===== config.mk =====
export PLATFORM = sky130hd
export DESIGN_NAME = freeze_thaw_pulse_detector_unit_flat
export DESIGN_NICKNAME = d
export VERILOG_FILES = /design/src/rtl/core/ftpd_pkg.sv /design/src/rtl/core/ftpd_if.sv /design/src/rtl/core/ftpd_divider.sv /design/src/rtl/core/freeze_thaw_pulse_detector_unit.sv /design/src/flat_wrapper.sv
export SDC_FILE = /design/constraint.sdc
export NUM_CORES = 1
export LEC_CHECK = 0
export ABC_CLOCK_PERIOD_IN_PS = 6600
export BUFFER_PORTS_ARGS = -buffer_cell sky130_fd_sc_hd__buf_2
export CAP_MARGIN = 10
export CORE_AREA = 3 3 236 238
export DETAILED_ROUTE_END_ITERATION = 6
export DIE_AREA = 0 0 239 241
export PLACE_DENSITY = 0.7
export SLEW_MARGIN = 40
export SYNTH_ARGS = -nofsm -noshare
export SYNTH_HDL_FRONTEND = slang
export SYNTH_SLANG_ARGS = --single-unit

===== constraint.sdc =====
create_clock -name clk -period 6.6 [get_ports clk]
set_input_delay 0.66 -clock clk [delete_from_list [all_inputs] [get_ports clk]]
set_output_delay 0.66 -clock clk [all_outputs]
set_load 0.05 [all_outputs]

===== src/rtl/core/ftpd_pkg.sv =====
// ----------------------------------------------------------------------------
// ftpd_pkg
// Shared widths, register indexes, sequencer states and the request and
// response bundles of the serial divider for the freeze/thaw pulse detector.
// ----------------------------------------------------------------------------
package ftpd_pkg;

  localparam int unsigned DaysW    = 9;
  localparam int unsigned FddW     = 20;
  localparam int unsigned SnowW    = 16;
  localparam int unsigned TempW    = 12;
  localparam int unsigned LevelW   = 17;
  localparam int unsigned OptW     = 2;
  localparam int unsigned WarmW    = 4;
  localparam int unsigned MeltSumW = 18;
  localparam int unsigned CfgIdxW  = 3;
  localparam int unsigned CfgDataW = 20;
  localparam int unsigned ProdW    = DaysW + FddW;      // product of days and sum
  localparam int unsigned DivNumW  = ProdW + 2;         // 2*num + den
  localparam int unsigned DivDenW  = FddW + 1;          // 2*den
  localparam int unsigned QuotW    = DaysW;             // quotient never exceeds the day count
  localparam int unsigned CntW     = 4;

  localparam logic [WarmW-1:0] SpringWarmDays = WarmW'(14);
  localparam logic [WarmW-1:0] WarmDaysMax    = '1;
  localparam logic [FddW-1:0]  FddMax         = '1;
  localparam logic [OptW-1:0]  OptReset       = OptW'(3);

  localparam logic [CfgIdxW-1:0] CFG_PULSE_MAX_DAYS   = CfgIdxW'(0);
  localparam logic [CfgIdxW-1:0] CFG_SNOW_ARM_DEPTH   = CfgIdxW'(1);
  localparam logic [CfgIdxW-1:0] CFG_SNOW_START_LEVEL = CfgIdxW'(2);
  localparam logic [CfgIdxW-1:0] CFG_FDD_MINIMUM      = CfgIdxW'(3);
  localparam logic [CfgIdxW-1:0] CFG_FDD_FULL_LENGTH  = CfgIdxW'(4);
  localparam logic [CfgIdxW-1:0] CFG_TRIGGER_OPTIONS  = CfgIdxW'(5);

  localparam int unsigned OptNeedFrozen = 0;
  localparam int unsigned OptClearAtEnd = 1;

  typedef enum logic [2:0] {
    ST_IDLE,
    ST_UPDATE,
    ST_START,
    ST_MUL,
    ST_LOAD,
    ST_DIV,
    ST_DONE
  } ftpd_state_t;

  typedef struct packed {
    logic               start;
    logic [DivNumW-1:0] dividend;
    logic [DivDenW-1:0] divisor;
  } ftpd_div_req_t;

  typedef struct packed {
    logic             done;
    logic [QuotW-1:0] quotient;
  } ftpd_div_rsp_t;

endpackage


===== src/rtl/core/ftpd_if.sv =====
// ----------------------------------------------------------------------------
// ftpd channel interfaces
// Valid/ready channels for the daily sample and for the daily result.
// ----------------------------------------------------------------------------
interface ftpd_sample_if;
  logic                                 valid;
  logic                                 ready;
  logic        [ftpd_pkg::SnowW-1:0]    snow_depth;
  logic        [ftpd_pkg::SnowW-1:0]    melt_today;
  logic signed [ftpd_pkg::TempW-1:0]    surface_temp;
  logic signed [ftpd_pkg::TempW-1:0]    subsoil_temp_a;
  logic signed [ftpd_pkg::TempW-1:0]    subsoil_temp_b;
  logic signed [ftpd_pkg::TempW-1:0]    trigger_temp;

  modport source (output valid, snow_depth, melt_today, surface_temp,
                  subsoil_temp_a, subsoil_temp_b, trigger_temp, input ready);
  modport sink   (input valid, snow_depth, melt_today, surface_temp,
                  subsoil_temp_a, subsoil_temp_b, trigger_temp, output ready);
endinterface

interface ftpd_result_if;
  logic                          valid;
  logic                          ready;
  logic                          pulse_active;
  logic [ftpd_pkg::DaysW-1:0]    days_left;
  logic [ftpd_pkg::FddW-1:0]     fdd_total;
  logic                          armed;

  modport source (output valid, pulse_active, days_left, fdd_total, armed,
                  input ready);
  modport sink   (input valid, pulse_active, days_left, fdd_total, armed,
                  output ready);
endinterface


===== src/rtl/core/ftpd_divider.sv =====
// ----------------------------------------------------------------------------
// ftpd_divider
// Restoring divider, one quotient bit per cycle, for a quotient known to fit
// in QuotW bits. Used for the rounded pulse length interpolation.
// ----------------------------------------------------------------------------
module ftpd_divider (
  input  logic                    clk,
  input  logic                    rst,
  input  ftpd_pkg::ftpd_div_req_t req,
  output ftpd_pkg::ftpd_div_rsp_t rsp
);

  logic [ftpd_pkg::DivNumW-1:0] rem;
  logic [ftpd_pkg::DivNumW-1:0] dsh;
  logic [ftpd_pkg::QuotW-1:0]   quot;
  logic [ftpd_pkg::CntW-1:0]    cnt;
  logic                         done;
  logic                         fits;

  assign fits = (rem >= dsh);

  always_ff @(posedge clk) begin
    if (rst) begin
      cnt  <= '0;
      done <= 1'b0;
    end else begin
      done <= 1'b0;
      if (req.start) begin
        cnt <= ftpd_pkg::CntW'(ftpd_pkg::QuotW);
      end else if (cnt != '0) begin
        cnt <= cnt - ftpd_pkg::CntW'(1);
        if (cnt == ftpd_pkg::CntW'(1)) begin
          done <= 1'b1;
        end
      end
    end
  end

  always_ff @(posedge clk) begin
    if (req.start) begin
      rem  <= req.dividend;
      dsh  <= ftpd_pkg::DivNumW'(req.divisor) << (ftpd_pkg::QuotW - 1);
      quot <= '0;
    end else if (cnt != '0) begin
      // trial subtract, keep the remainder when it goes negative
      if (fits) begin
        rem <= rem - dsh;
      end
      quot <= {quot[ftpd_pkg::QuotW-2:0], fits};
      dsh  <= dsh >> 1;
    end
  end

  assign rsp.done     = done;
  assign rsp.quotient = quot;

endmodule


===== src/rtl/core/freeze_thaw_pulse_detector_unit.sv =====
// ----------------------------------------------------------------------------
// freeze_thaw_pulse_detector_unit
// Daily freeze/thaw pulse detector: degree-day sum, snow arming, spring
// reset and pulse start with a rounded interpolated pulse length.
//
//   channel   dir  handshake          contents
//   sample    in   valid/ready        snow, melt, four soil temperatures
//   result    out  valid/ready        pulse flag, days left, sum, armed
//   cfg       in   cfg_write          cfg_index, cfg_data (no read-back)
//
// A result goes into the output register after the sequencer passes from idle
// through update and, unless pulse_max_days is zero, start and, when the pulse
// length is interpolated, multiply, load and the serial divider steps, to done.
// Sample ready is high only while the sequencer idles, so a sample transfers
// only once the result of the previous sample has been registered.
// A result waits in its output register; a new sample may transfer meanwhile,
// and its result is held back until the previous one has gone out.
// Reset (rst, synchronous) clears the sequencer, configuration, detector state,
// divider counter and output valid flag; trigger_options resets to 3.
// ----------------------------------------------------------------------------
module freeze_thaw_pulse_detector_unit (
  input  logic                               clk,
  input  logic                               rst,
  ftpd_sample_if.sink                        sample,
  ftpd_result_if.source                      result,
  input  logic                               cfg_write,
  input  logic [ftpd_pkg::CfgIdxW-1:0]       cfg_index,
  input  logic [ftpd_pkg::CfgDataW-1:0]      cfg_data
);

  // configuration
  logic        [ftpd_pkg::DaysW-1:0]  pulse_max_days;
  logic        [ftpd_pkg::SnowW-1:0]  snow_arm_depth;
  logic signed [ftpd_pkg::LevelW-1:0] snow_start_level;
  logic        [ftpd_pkg::FddW-1:0]   fdd_minimum;
  logic        [ftpd_pkg::FddW-1:0]   fdd_full_length;
  logic        [ftpd_pkg::OptW-1:0]   trigger_options;

  // detector state
  logic [ftpd_pkg::DaysW-1:0] pulse_days;
  logic                       snow_armed;
  logic [ftpd_pkg::FddW-1:0]  fdd_sum;
  logic                       surface_froze;
  logic [ftpd_pkg::WarmW-1:0] warm_days;
  logic [ftpd_pkg::SnowW-1:0] melt_hist0;
  logic [ftpd_pkg::SnowW-1:0] melt_hist1;

  // held sample
  logic        [ftpd_pkg::SnowW-1:0] snow;
  logic        [ftpd_pkg::SnowW-1:0] melt;
  logic signed [ftpd_pkg::TempW-1:0] surf;
  logic signed [ftpd_pkg::TempW-1:0] sub_a;
  logic signed [ftpd_pkg::TempW-1:0] sub_b;
  logic signed [ftpd_pkg::TempW-1:0] trig;
  logic        [ftpd_pkg::MeltSumW-1:0] melt3;

  // interpolation operands
  logic [ftpd_pkg::FddW-1:0]  den;
  logic [ftpd_pkg::FddW-1:0]  diff;
  logic [ftpd_pkg::ProdW-1:0] prod;

  // output register
  logic                       out_valid;
  logic                       out_active;
  logic [ftpd_pkg::DaysW-1:0] out_days;
  logic [ftpd_pkg::FddW-1:0]  out_fdd;
  logic                       out_armed;

  ftpd_pkg::ftpd_state_t   state;
  ftpd_pkg::ftpd_state_t   state_next;
  ftpd_pkg::ftpd_div_req_t div_req;
  ftpd_pkg::ftpd_div_rsp_t div_rsp;

  logic sample_xfer;
  logic result_xfer;
  logic out_free;

  assign sample_xfer = sample.valid && sample.ready;
  assign result_xfer = out_valid && result.ready;
  assign out_free    = !out_valid || result.ready;

  // --------------------------------------------------------------------------
  // daily update: spring reset, pulse end, melt history, degree days, arming
  // --------------------------------------------------------------------------
  logic                       thawed;
  logic                       fdd_trigger;
  logic                       surf_warm;
  logic                       spring;
  logic                       froze_1;
  logic [ftpd_pkg::WarmW-1:0] warm_1;
  logic [ftpd_pkg::DaysW-1:0] days_1;
  logic [ftpd_pkg::FddW-1:0]  fdd_1;
  logic                       armed_1;
  logic [ftpd_pkg::TempW:0]   surf_cold;
  logic [ftpd_pkg::FddW:0]    fdd_add;
  logic [ftpd_pkg::FddW-1:0]  fdd_2;
  logic                       armed_2;
  logic                       snow_deep;
  logic [ftpd_pkg::MeltSumW-1:0] melt3_now;

  always_comb begin
    thawed      = (sub_a > 0) && (sub_b > 0);
    fdd_trigger = (snow_arm_depth == '0) && (fdd_minimum != '0);
    surf_warm   = surf > 0;
    snow_deep   = snow > snow_arm_depth;

    froze_1 = surface_froze || !thawed;
    if (!thawed) begin
      warm_1 = '0;
    end else if (warm_days != ftpd_pkg::WarmDaysMax) begin
      warm_1 = warm_days + ftpd_pkg::WarmW'(1);
    end else begin
      warm_1 = warm_days;
    end

    spring = (snow_armed && surf_warm && (snow == '0)) ||
             ((fdd_minimum != '0) && (fdd_sum != '0) &&
              (warm_1 >= ftpd_pkg::SpringWarmDays));

    days_1  = pulse_days;
    fdd_1   = fdd_sum;
    armed_1 = snow_armed;
    if ((pulse_days == ftpd_pkg::DaysW'(1)) || spring) begin
      if (spring || ((pulse_days != '0) && trigger_options[ftpd_pkg::OptClearAtEnd])) begin
        fdd_1 = '0;
      end
      if (spring) begin
        froze_1 = 1'b0;
      end
      days_1  = '0;
      armed_1 = 1'b0;
    end else if (pulse_days != '0) begin
      // abort on fresh snow or, in degree-day trigger mode, on a refreeze of the subsoil
      if ((snow_deep && (snow_start_level > 0)) || (fdd_trigger && !thawed)) begin
        days_1 = '0;
      end else begin
        days_1 = pulse_days - ftpd_pkg::DaysW'(1);
      end
    end

    melt3_now = ftpd_pkg::MeltSumW'(melt) + ftpd_pkg::MeltSumW'(melt_hist0) +
                ftpd_pkg::MeltSumW'(melt_hist1);

    surf_cold = (ftpd_pkg::TempW + 1)'(0) - {surf[ftpd_pkg::TempW-1], surf};
    fdd_add   = {1'b0, fdd_1} + (ftpd_pkg::FddW + 1)'(surf_cold);
    if (surf_warm) begin
      fdd_2 = fdd_1;
    end else if (fdd_add[ftpd_pkg::FddW]) begin
      fdd_2 = ftpd_pkg::FddMax;
    end else begin
      fdd_2 = fdd_add[ftpd_pkg::FddW-1:0];
    end

    armed_2 = armed_1 || (snow_deep && (snow_arm_depth != '0));
  end

  // --------------------------------------------------------------------------
  // pulse start decision, on the updated state
  // --------------------------------------------------------------------------
  logic                        start_go;
  logic                        interp;
  logic                        snow_go;
  logic                        fdd_go;
  logic [ftpd_pkg::LevelW-1:0] level_mag;

  always_comb begin
    level_mag = ftpd_pkg::LevelW'(0) - snow_start_level;
    snow_go   = snow_armed &&
                (($signed({1'b0, snow}) <= snow_start_level) ||
                 (snow_start_level[ftpd_pkg::LevelW-1] &&
                  (melt3 > ftpd_pkg::MeltSumW'(level_mag))));
    fdd_go    = (snow_arm_depth == '0) && (fdd_minimum != '0) && (trig > 0) &&
                (surface_froze || !trigger_options[ftpd_pkg::OptNeedFrozen]);
    start_go  = (pulse_days == '0) && (fdd_sum >= fdd_minimum) && (snow_go || fdd_go);
    interp    = (fdd_full_length > fdd_minimum) && (fdd_sum < fdd_full_length);
  end

  // --------------------------------------------------------------------------
  // sequencer
  // --------------------------------------------------------------------------
  always_ff @(posedge clk) begin
    if (rst) begin
      state <= ftpd_pkg::ST_IDLE;
    end else begin
      state <= state_next;
    end
  end

  always_comb begin
    state_next       = state;
    sample.ready     = 1'b0;
    div_req.start    = 1'b0;
    div_req.dividend = {prod, 1'b0} + ftpd_pkg::DivNumW'(den);
    div_req.divisor  = {den, 1'b0};
    unique case (state)
      ftpd_pkg::ST_IDLE: begin
        sample.ready = 1'b1;
        if (sample.valid) begin
          state_next = ftpd_pkg::ST_UPDATE;
        end
      end
      ftpd_pkg::ST_UPDATE: begin
        state_next = (pulse_max_days == '0) ? ftpd_pkg::ST_DONE : ftpd_pkg::ST_START;
      end
      ftpd_pkg::ST_START: begin
        state_next = (start_go && interp) ? ftpd_pkg::ST_MUL : ftpd_pkg::ST_DONE;
      end
      ftpd_pkg::ST_MUL: begin
        state_next = ftpd_pkg::ST_LOAD;
      end
      ftpd_pkg::ST_LOAD: begin
        div_req.start = 1'b1;
        state_next    = ftpd_pkg::ST_DIV;
      end
      ftpd_pkg::ST_DIV: begin
        if (div_rsp.done) begin
          state_next = ftpd_pkg::ST_DONE;
        end
      end
      ftpd_pkg::ST_DONE: begin
        if (out_free) begin
          state_next = ftpd_pkg::ST_IDLE;
        end
      end
      default: begin
        state_next = ftpd_pkg::ST_IDLE;
      end
    endcase
  end

  ftpd_divider u_divider (
    .clk (clk),
    .rst (rst),
    .req (div_req),
    .rsp (div_rsp)
  );

  // --------------------------------------------------------------------------
  // configuration
  // --------------------------------------------------------------------------
  always_ff @(posedge clk) begin
    if (rst) begin
      pulse_max_days   <= '0;
      snow_arm_depth   <= '0;
      snow_start_level <= '0;
      fdd_minimum      <= '0;
      fdd_full_length  <= '0;
      trigger_options  <= ftpd_pkg::OptReset;
    end else if (cfg_write) begin
      unique case (cfg_index)
        ftpd_pkg::CFG_PULSE_MAX_DAYS:   pulse_max_days   <= cfg_data[ftpd_pkg::DaysW-1:0];
        ftpd_pkg::CFG_SNOW_ARM_DEPTH:   snow_arm_depth   <= cfg_data[ftpd_pkg::SnowW-1:0];
        ftpd_pkg::CFG_SNOW_START_LEVEL: snow_start_level <= cfg_data[ftpd_pkg::LevelW-1:0];
        ftpd_pkg::CFG_FDD_MINIMUM:      fdd_minimum      <= cfg_data[ftpd_pkg::FddW-1:0];
        ftpd_pkg::CFG_FDD_FULL_LENGTH:  fdd_full_length  <= cfg_data[ftpd_pkg::FddW-1:0];
        ftpd_pkg::CFG_TRIGGER_OPTIONS:  trigger_options  <= cfg_data[ftpd_pkg::OptW-1:0];
        default: begin
          // unknown index: drop the write
        end
      endcase
    end
  end

  // --------------------------------------------------------------------------
  // detector state
  // --------------------------------------------------------------------------
  always_ff @(posedge clk) begin
    if (rst) begin
      pulse_days    <= '0;
      snow_armed    <= 1'b0;
      fdd_sum       <= '0;
      surface_froze <= 1'b0;
      warm_days     <= '0;
      melt_hist0    <= '0;
      melt_hist1    <= '0;
    end else begin
      case (state)
        ftpd_pkg::ST_UPDATE: begin
          if (pulse_max_days != '0) begin
            pulse_days    <= days_1;
            snow_armed    <= armed_2;
            fdd_sum       <= fdd_2;
            surface_froze <= froze_1;
            warm_days     <= warm_1;
            melt_hist1    <= melt_hist0;
            melt_hist0    <= melt;
          end
        end
        ftpd_pkg::ST_START: begin
          if (start_go) begin
            surface_froze <= 1'b0;
            if (!interp) begin
              pulse_days <= pulse_max_days;
            end
          end
        end
        ftpd_pkg::ST_DIV: begin
          if (div_rsp.done) begin
            pulse_days <= div_rsp.quotient;
          end
        end
        default: begin
          // hold
        end
      endcase
    end
  end

  // held sample and interpolation operands
  always_ff @(posedge clk) begin
    if (sample_xfer) begin
      snow  <= sample.snow_depth;
      melt  <= sample.melt_today;
      surf  <= sample.surface_temp;
      sub_a <= sample.subsoil_temp_a;
      sub_b <= sample.subsoil_temp_b;
      trig  <= sample.trigger_temp;
    end
    if (state == ftpd_pkg::ST_UPDATE) begin
      melt3 <= melt3_now;
    end
    if (state == ftpd_pkg::ST_START) begin
      den  <= fdd_full_length - fdd_minimum;
      diff <= fdd_sum - fdd_minimum;
    end
    if (state == ftpd_pkg::ST_MUL) begin
      prod <= ftpd_pkg::ProdW'(pulse_max_days) * ftpd_pkg::ProdW'(diff);
    end
  end

  // --------------------------------------------------------------------------
  // output register
  // --------------------------------------------------------------------------
  always_ff @(posedge clk) begin
    if (rst) begin
      out_valid <= 1'b0;
    end else if ((state == ftpd_pkg::ST_DONE) && out_free) begin
      out_valid <= 1'b1;
    end else if (result_xfer) begin
      out_valid <= 1'b0;
    end
  end

  always_ff @(posedge clk) begin
    if ((state == ftpd_pkg::ST_DONE) && out_free) begin
      out_active <= (pulse_days != '0);
      out_days   <= pulse_days;
      out_fdd    <= fdd_sum;
      out_armed  <= snow_armed;
    end
  end

  assign result.valid        = out_valid;
  assign result.pulse_active = out_active;
  assign result.days_left    = out_days;
  assign result.fdd_total    = out_fdd;
  assign result.armed        = out_armed;

endmodule


===== src/flat_wrapper.sv =====
// flat-port wrapper written by rule: the top's interface ports become plain ports
module freeze_thaw_pulse_detector_unit_flat 
  (clk, rst, cfg_write, cfg_index, cfg_data, sample_valid, sample_snow_depth, sample_melt_today, sample_surface_temp, sample_subsoil_temp_a, sample_subsoil_temp_b, sample_trigger_temp, sample_ready, result_valid, result_pulse_active, result_days_left, result_fdd_total, result_armed, result_ready);
  ftpd_sample_if sample_i ();
  ftpd_result_if result_i ();
  input  logic clk;
  input  logic rst;
  input  logic cfg_write;
  input  logic [ftpd_pkg::CfgIdxW-1:0] cfg_index;
  input  logic [ftpd_pkg::CfgDataW-1:0] cfg_data;
  input wire logic [$bits(sample_i.valid)-1:0] sample_valid;
  input wire logic [$bits(sample_i.snow_depth)-1:0] sample_snow_depth;
  input wire logic [$bits(sample_i.melt_today)-1:0] sample_melt_today;
  input wire logic [$bits(sample_i.surface_temp)-1:0] sample_surface_temp;
  input wire logic [$bits(sample_i.subsoil_temp_a)-1:0] sample_subsoil_temp_a;
  input wire logic [$bits(sample_i.subsoil_temp_b)-1:0] sample_subsoil_temp_b;
  input wire logic [$bits(sample_i.trigger_temp)-1:0] sample_trigger_temp;
  output wire logic [$bits(sample_i.ready)-1:0] sample_ready;
  output wire logic [$bits(result_i.valid)-1:0] result_valid;
  output wire logic [$bits(result_i.pulse_active)-1:0] result_pulse_active;
  output wire logic [$bits(result_i.days_left)-1:0] result_days_left;
  output wire logic [$bits(result_i.fdd_total)-1:0] result_fdd_total;
  output wire logic [$bits(result_i.armed)-1:0] result_armed;
  input wire logic [$bits(result_i.ready)-1:0] result_ready;
  assign sample_i.valid = sample_valid;
  assign sample_i.snow_depth = sample_snow_depth;
  assign sample_i.melt_today = sample_melt_today;
  assign sample_i.surface_temp = sample_surface_temp;
  assign sample_i.subsoil_temp_a = sample_subsoil_temp_a;
  assign sample_i.subsoil_temp_b = sample_subsoil_temp_b;
  assign sample_i.trigger_temp = sample_trigger_temp;
  assign sample_ready = sample_i.ready;
  assign result_valid = result_i.valid;
  assign result_pulse_active = result_i.pulse_active;
  assign result_days_left = result_i.days_left;
  assign result_fdd_total = result_i.fdd_total;
  assign result_armed = result_i.armed;
  assign result_i.ready = result_ready;
  freeze_thaw_pulse_detector_unit u_core (.clk(clk), .rst(rst), .sample(sample_i), .result(result_i), .cfg_write(cfg_write), .cfg_index(cfg_index), .cfg_data(cfg_data));
endmodule

==> summary.md <==
The flow ran to the end, and the final reports show no timing, DRC or antenna violations. The detail route stage leaves a number of antenna-violating nets equal to 0. TritonCTS built the clock tree. In the routed layout, each cell is associated on average with a via count of 5.86. Sequential cells account for 35.6% of the total power. The worst setup path is launched from a flip-flop. The cell at the root of the clock tree is sky130_fd_sc_hd__clkbuf_16.

The floorplan step set the die width to 239 microns. In this run the power spent charging and discharging nets is 0.00465 W. The post-synthesis register bit count came out at 427. The simple logic cell fraction of the synthesized area came out at 17.2%. In this run the static leakage power is 13.6 nW. Counting flops with a built-in enable in the synthesized netlist gives 249.

The final critical-path share of the clock period is 84.4%, and the starting DRC count in detailed routing is 1740. Number of pins with negative max-slew slack in the final report: 0. The number of iterations in the first detailed-routing pass came out at 7.

After synthesis, the netlist uses 89 different library cells. The deepest level of the CTS H-tree was 2. The run gives 141 as the total I/O pin count. The number of buffer cells added on primary ports works out to 140. The cell area after synthesis is 29400 sq um, and the full die area is 57600 sq um.

The kind of critical path was reg -> reg. The internal power of the cells totals 0.00720 W. STA classifies the critical path endpoint as a flip-flop.

The worst-case IR drop observed on VDD is 0.000302 V. The largest clock skew in the final design was 0.0286 ns. The number of DRC violations after detailed routing is 0, and the initial antenna violation count is 13.

Hold repair after CTS inserted 0 buffers. After clock tree synthesis, the setup repair step added 0 buffers. During synthesis, Yosys emitted a total of 0 warnings. Synthesis produced 3119 cells. The logs give 123000 microns for the global-route wire length before repair and 23500 for the number of global-route vias before repair. By area the synthesized netlist is led by sky130_fd_sc_hd__edfxtp_1 25%, sky130_fd_sc_hd__dfxtp_1 12%, sky130_fd_sc_hd__ha_1 11%. The highest clock frequency the design can meet is 0.179 GHz. The die is 241 microns tall. After Yosys synthesis, XOR and XNOR cells account for 4.86% of the synthesized area. At the pin with the least slew margin, the transition time is 0.877 ns. Clock tree synthesis inserted a total of 49 buffers.

In this run, the clock network consumes 23.1% of the power. For the max-cap check violation count, the log shows 0. The area overhead of the layout relative to synthesis works out to 10.3%.

The combinational family with the most area after synthesis is adder cells. Largest net degree at the start of global routing: 66. The clock passes through at most 3 buffers. STA puts the critical path data required time at 6.95 ns. The path category of the worst min-delay check was in -> reg. Setup violations remaining at the end of the flow were counted as 0. Setup repair after global routing left no endpoint under its margin. For the number of vias after detailed routing, the log shows 23200. Once the floorplan was initialized, standard cells occupied 54.6% of the core.

The synthesized-area fraction occupied by ao, oa, aoi and oai cells was 15.1%. For the post-synth net total, the log shows 3618. Summed over all layers, the global routing overflow is 0.

The post-synthesis mux area share is 0.375%. Dividing the detail-routed wire length by the instance count gives 19.4 microns. Setup total negative slack: 0 ns. Cells fill 60.2% of the core in the end. The filler cell count in the final layout was 4590; the average size of a mapped cell was 9.41 sq um.

The routability congestion estimate was 0.928; the share of flip-flops with an asynchronous set or reset after synthesis was 0%. The power density over the cells works out to 366 nW/um^2. Detailed placement ended at an HPWL of 59200 microns. The worst slew margin relative to its limit is 41.5%, and the fraction of layout cells with a size suffix above 1 is 9.30%. After synthesis, the largest area contributor takes up 25.5% of total cell area.

In this run, the combinational gates consume 41.3% of the power. The clock latency on the worst-skew pair is 0.62 ns, and the global routing usage summed across all routing layers is 26.9%. After detailed routing, the total wire length is 77000 microns. The floorplan has 85 rows. The standard cell core area is 53800 sq um, and the data arrival time of the critical path is 5.92 ns. The most used flip-flop cell after synthesis was sky130_fd_sc_hd__edfxtp_1.

Clock tree synthesis found a total of 427 sinks. The synthesized netlist devotes 20.1% of its cell area to adder and majority cells. The final net count came out at 3727. The final hold violation count is 0, and the clock period minus final worst setup slack is 5.57 ns. The run gives 0 as the post-cts gate resize count.

The largest total area in the synthesized netlist belongs to sky130_fd_sc_hd__edfxtp_1. Clock-pin slew of the registers on the worst-case setup and hold paths: 0.06 ns. Net switching is 39.2% of the power.

The maximum net fanout on the critical path was 23; the portion of the post-synthesis area used by sequential elements was 37.6%.
[placed cells by master, fill, tap and decap left out, types with 8 or more instances in the layout]
master	n
sky130_fd_sc_hd__a211oi_1	28
sky130_fd_sc_hd__a21o_1	61
sky130_fd_sc_hd__a21oi_1	294
sky130_fd_sc_hd__a221oi_1	13
sky130_fd_sc_hd__a22o_1	18
sky130_fd_sc_hd__a31oi_1	16
sky130_fd_sc_hd__a32o_1	8
sky130_fd_sc_hd__and2_1	94
sky130_fd_sc_hd__and3_1	17
sky130_fd_sc_hd__buf_2	139
sky130_fd_sc_hd__buf_4	22
sky130_fd_sc_hd__clkbuf_1	11
sky130_fd_sc_hd__clkbuf_16	50
sky130_fd_sc_hd__clkinv_2	10
sky130_fd_sc_hd__dfxtp_1	176
sky130_fd_sc_hd__edfxtp_1	249
sky130_fd_sc_hd__fa_1	134
sky130_fd_sc_hd__ha_1	257
sky130_fd_sc_hd__inv_1	263
sky130_fd_sc_hd__mux2i_1	11
sky130_fd_sc_hd__nand2_1	508
sky130_fd_sc_hd__nand2b_1	28
sky130_fd_sc_hd__nand3_1	69
sky130_fd_sc_hd__nand4_1	24
sky130_fd_sc_hd__nor2_1	145
sky130_fd_sc_hd__nor2b_1	30
sky130_fd_sc_hd__nor3_1	56
sky130_fd_sc_hd__nor4_1	34
sky130_fd_sc_hd__o211ai_1	16
sky130_fd_sc_hd__o21a_1	25
sky130_fd_sc_hd__o21ai_0	79
sky130_fd_sc_hd__o21ai_1	11
sky130_fd_sc_hd__o21bai_1	14
sky130_fd_sc_hd__o311ai_0	8
sky130_fd_sc_hd__or2_2	9
sky130_fd_sc_hd__or3_1	14
sky130_fd_sc_hd__xnor2_1	103
sky130_fd_sc_hd__xor2_1	60
[routing by layer]
metal / global-route usage, % / part of all wire (%) / up-vias
met5: 0 / 0.12 / -
met4: 10.9 / 4.0 / 14
met3: 4.62 / 6.4 / 186
met2: 46.0 / 48 / 783
met1: 34.0 / 42 / 11100
li1: - / - / 11100
[Yosys cell counts, types with 58 or more instances]
library cell               instances
sky130_fd_sc_hd__xor2_1           60
sky130_fd_sc_hd__o21ai_0          79
sky130_fd_sc_hd__clkbuf_1         85
sky130_fd_sc_hd__inv_1           264
sky130_fd_sc_hd__xnor2_1         103
sky130_fd_sc_hd__fa_1            134
sky130_fd_sc_hd__ha_1            257
sky130_fd_sc_hd__nand2_1         510
sky130_fd_sc_hd__nor2_1          147
sky130_fd_sc_hd__and2_1           96
sky130_fd_sc_hd__a21oi_1         294
sky130_fd_sc_hd__dfxtp_1         178
sky130_fd_sc_hd__nor3_1           58
sky130_fd_sc_hd__nand3_1          69
sky130_fd_sc_hd__a21o_1           61
sky130_fd_sc_hd__edfxtp_1        249
[power by group through the flow]
stage	logic, W	clock network [W]	registers, W
global route	0.00548	0.00289	0.00428
CTS	0.00487	0.00278	0.00421
finish	0.00490	0.00274	0.00422
detailed placement	0.00484	0	0.00426
floorplan	0.00372	0	0.00409
global placement	0.00468	0	0.00425
[metrics by stage]
stage               hold slack, ns  cells  instance area (sq um)  power (W)  worst slack (ns)
floorplan                    0.416   3119                  29400    0.00782              1.70
global placement             0.446   3872                  30700    0.00893              1.23
detailed placement           0.449   3873                  30700    0.00910              1.13
CTS                          0.180   3965                  32400     0.0119              1.13
global route                 0.195   3966                  32400     0.0126             0.725
finish                       0.212   3970                  32400     0.0119              1.03
[final timing paths]
| check | depth (start not counted) | to | start | slack (ns) |
|---|---|---|---|---|
| worst max-delay path | 16 | u_core.prod[28] | u_core.pulse_max_days[2] | 1.03 |
| worst min register to register | 2 | u_core.fdd_full_length[0] | u_core.fdd_full_length[0] | 0.46 |
| worst min-delay path | 1 | u_core.melt[11] | sample_melt_today[11] | 0.21 |
| worst max register to register | 16 | u_core.prod[28] | u_core.pulse_max_days[2] | 1.03 |
[cells by family after synthesis]
logic type	count (synthesis)
xor+xnor	163
fa+ha+maj	391
simple gates	1075
buf+inv	369
flops	427
compound gates	683
mux	11
[cell type report]
| class | instances | area (sq um) | share of cell area, % |
|---|---|---|---|
| multi-input combinational | 2323 | 17000 | 52.4 |
| sequential | 427 | 11000 | 34.1 |
| clock buffer | 63 | 1320 | 4.08 |
| inverter | 265 | 997 | 3.08 |
| timing repair buffer | 162 | 876 | 2.70 |
| tap | 696 | 871 | 2.69 |
| clock inverter | 29 | 307 | 0.947 |
| antenna | 5 | 12.5 | 0.0386 |
[registers in the layout (all words and copies together), names as in the netlist, 17 cells and up]
signal,count
u_core.fdd_full_length,20
u_core.u_divider.rem,31
u_core.fdd_minimum,20
u_core.fdd_sum,20
u_core.prod,29
u_core.u_divider.dsh,29
u_core.result.fdd_total,20
u_core.diff,20
u_core.melt3,18
u_core.den,20
u_core.snow_start_level,17
[worst max-delay path, cell delays in order (launching register included)]
cell and delay [ns]:
sky130_fd_sc_hd__dfxtp_1 0.86, sky130_fd_sc_hd__nand2_1 0.18, sky130_fd_sc_hd__fa_1 0.57, sky130_fd_sc_hd__inv_1 0.06, sky130_fd_sc_hd__fa_1 0.52, sky130_fd_sc_hd__fa_1 0.45, sky130_fd_sc_hd__fa_1 0.51, sky130_fd_sc_hd__ha_1 0.37
sky130_fd_sc_hd__a21o_1 0.20, sky130_fd_sc_hd__a21o_1 0.19, sky130_fd_sc_hd__a2111oi_0 0.46, sky130_fd_sc_hd__o41ai_1 0.21, sky130_fd_sc_hd__nand2_1 0.10, sky130_fd_sc_hd__o211ai_1 0.12, sky130_fd_sc_hd__a31o_2 0.27, sky130_fd_sc_hd__a21oi_1 0.17
sky130_fd_sc_hd__xnor2_1 0.07
No activity file was read; power rests on OpenSTA's default activity.
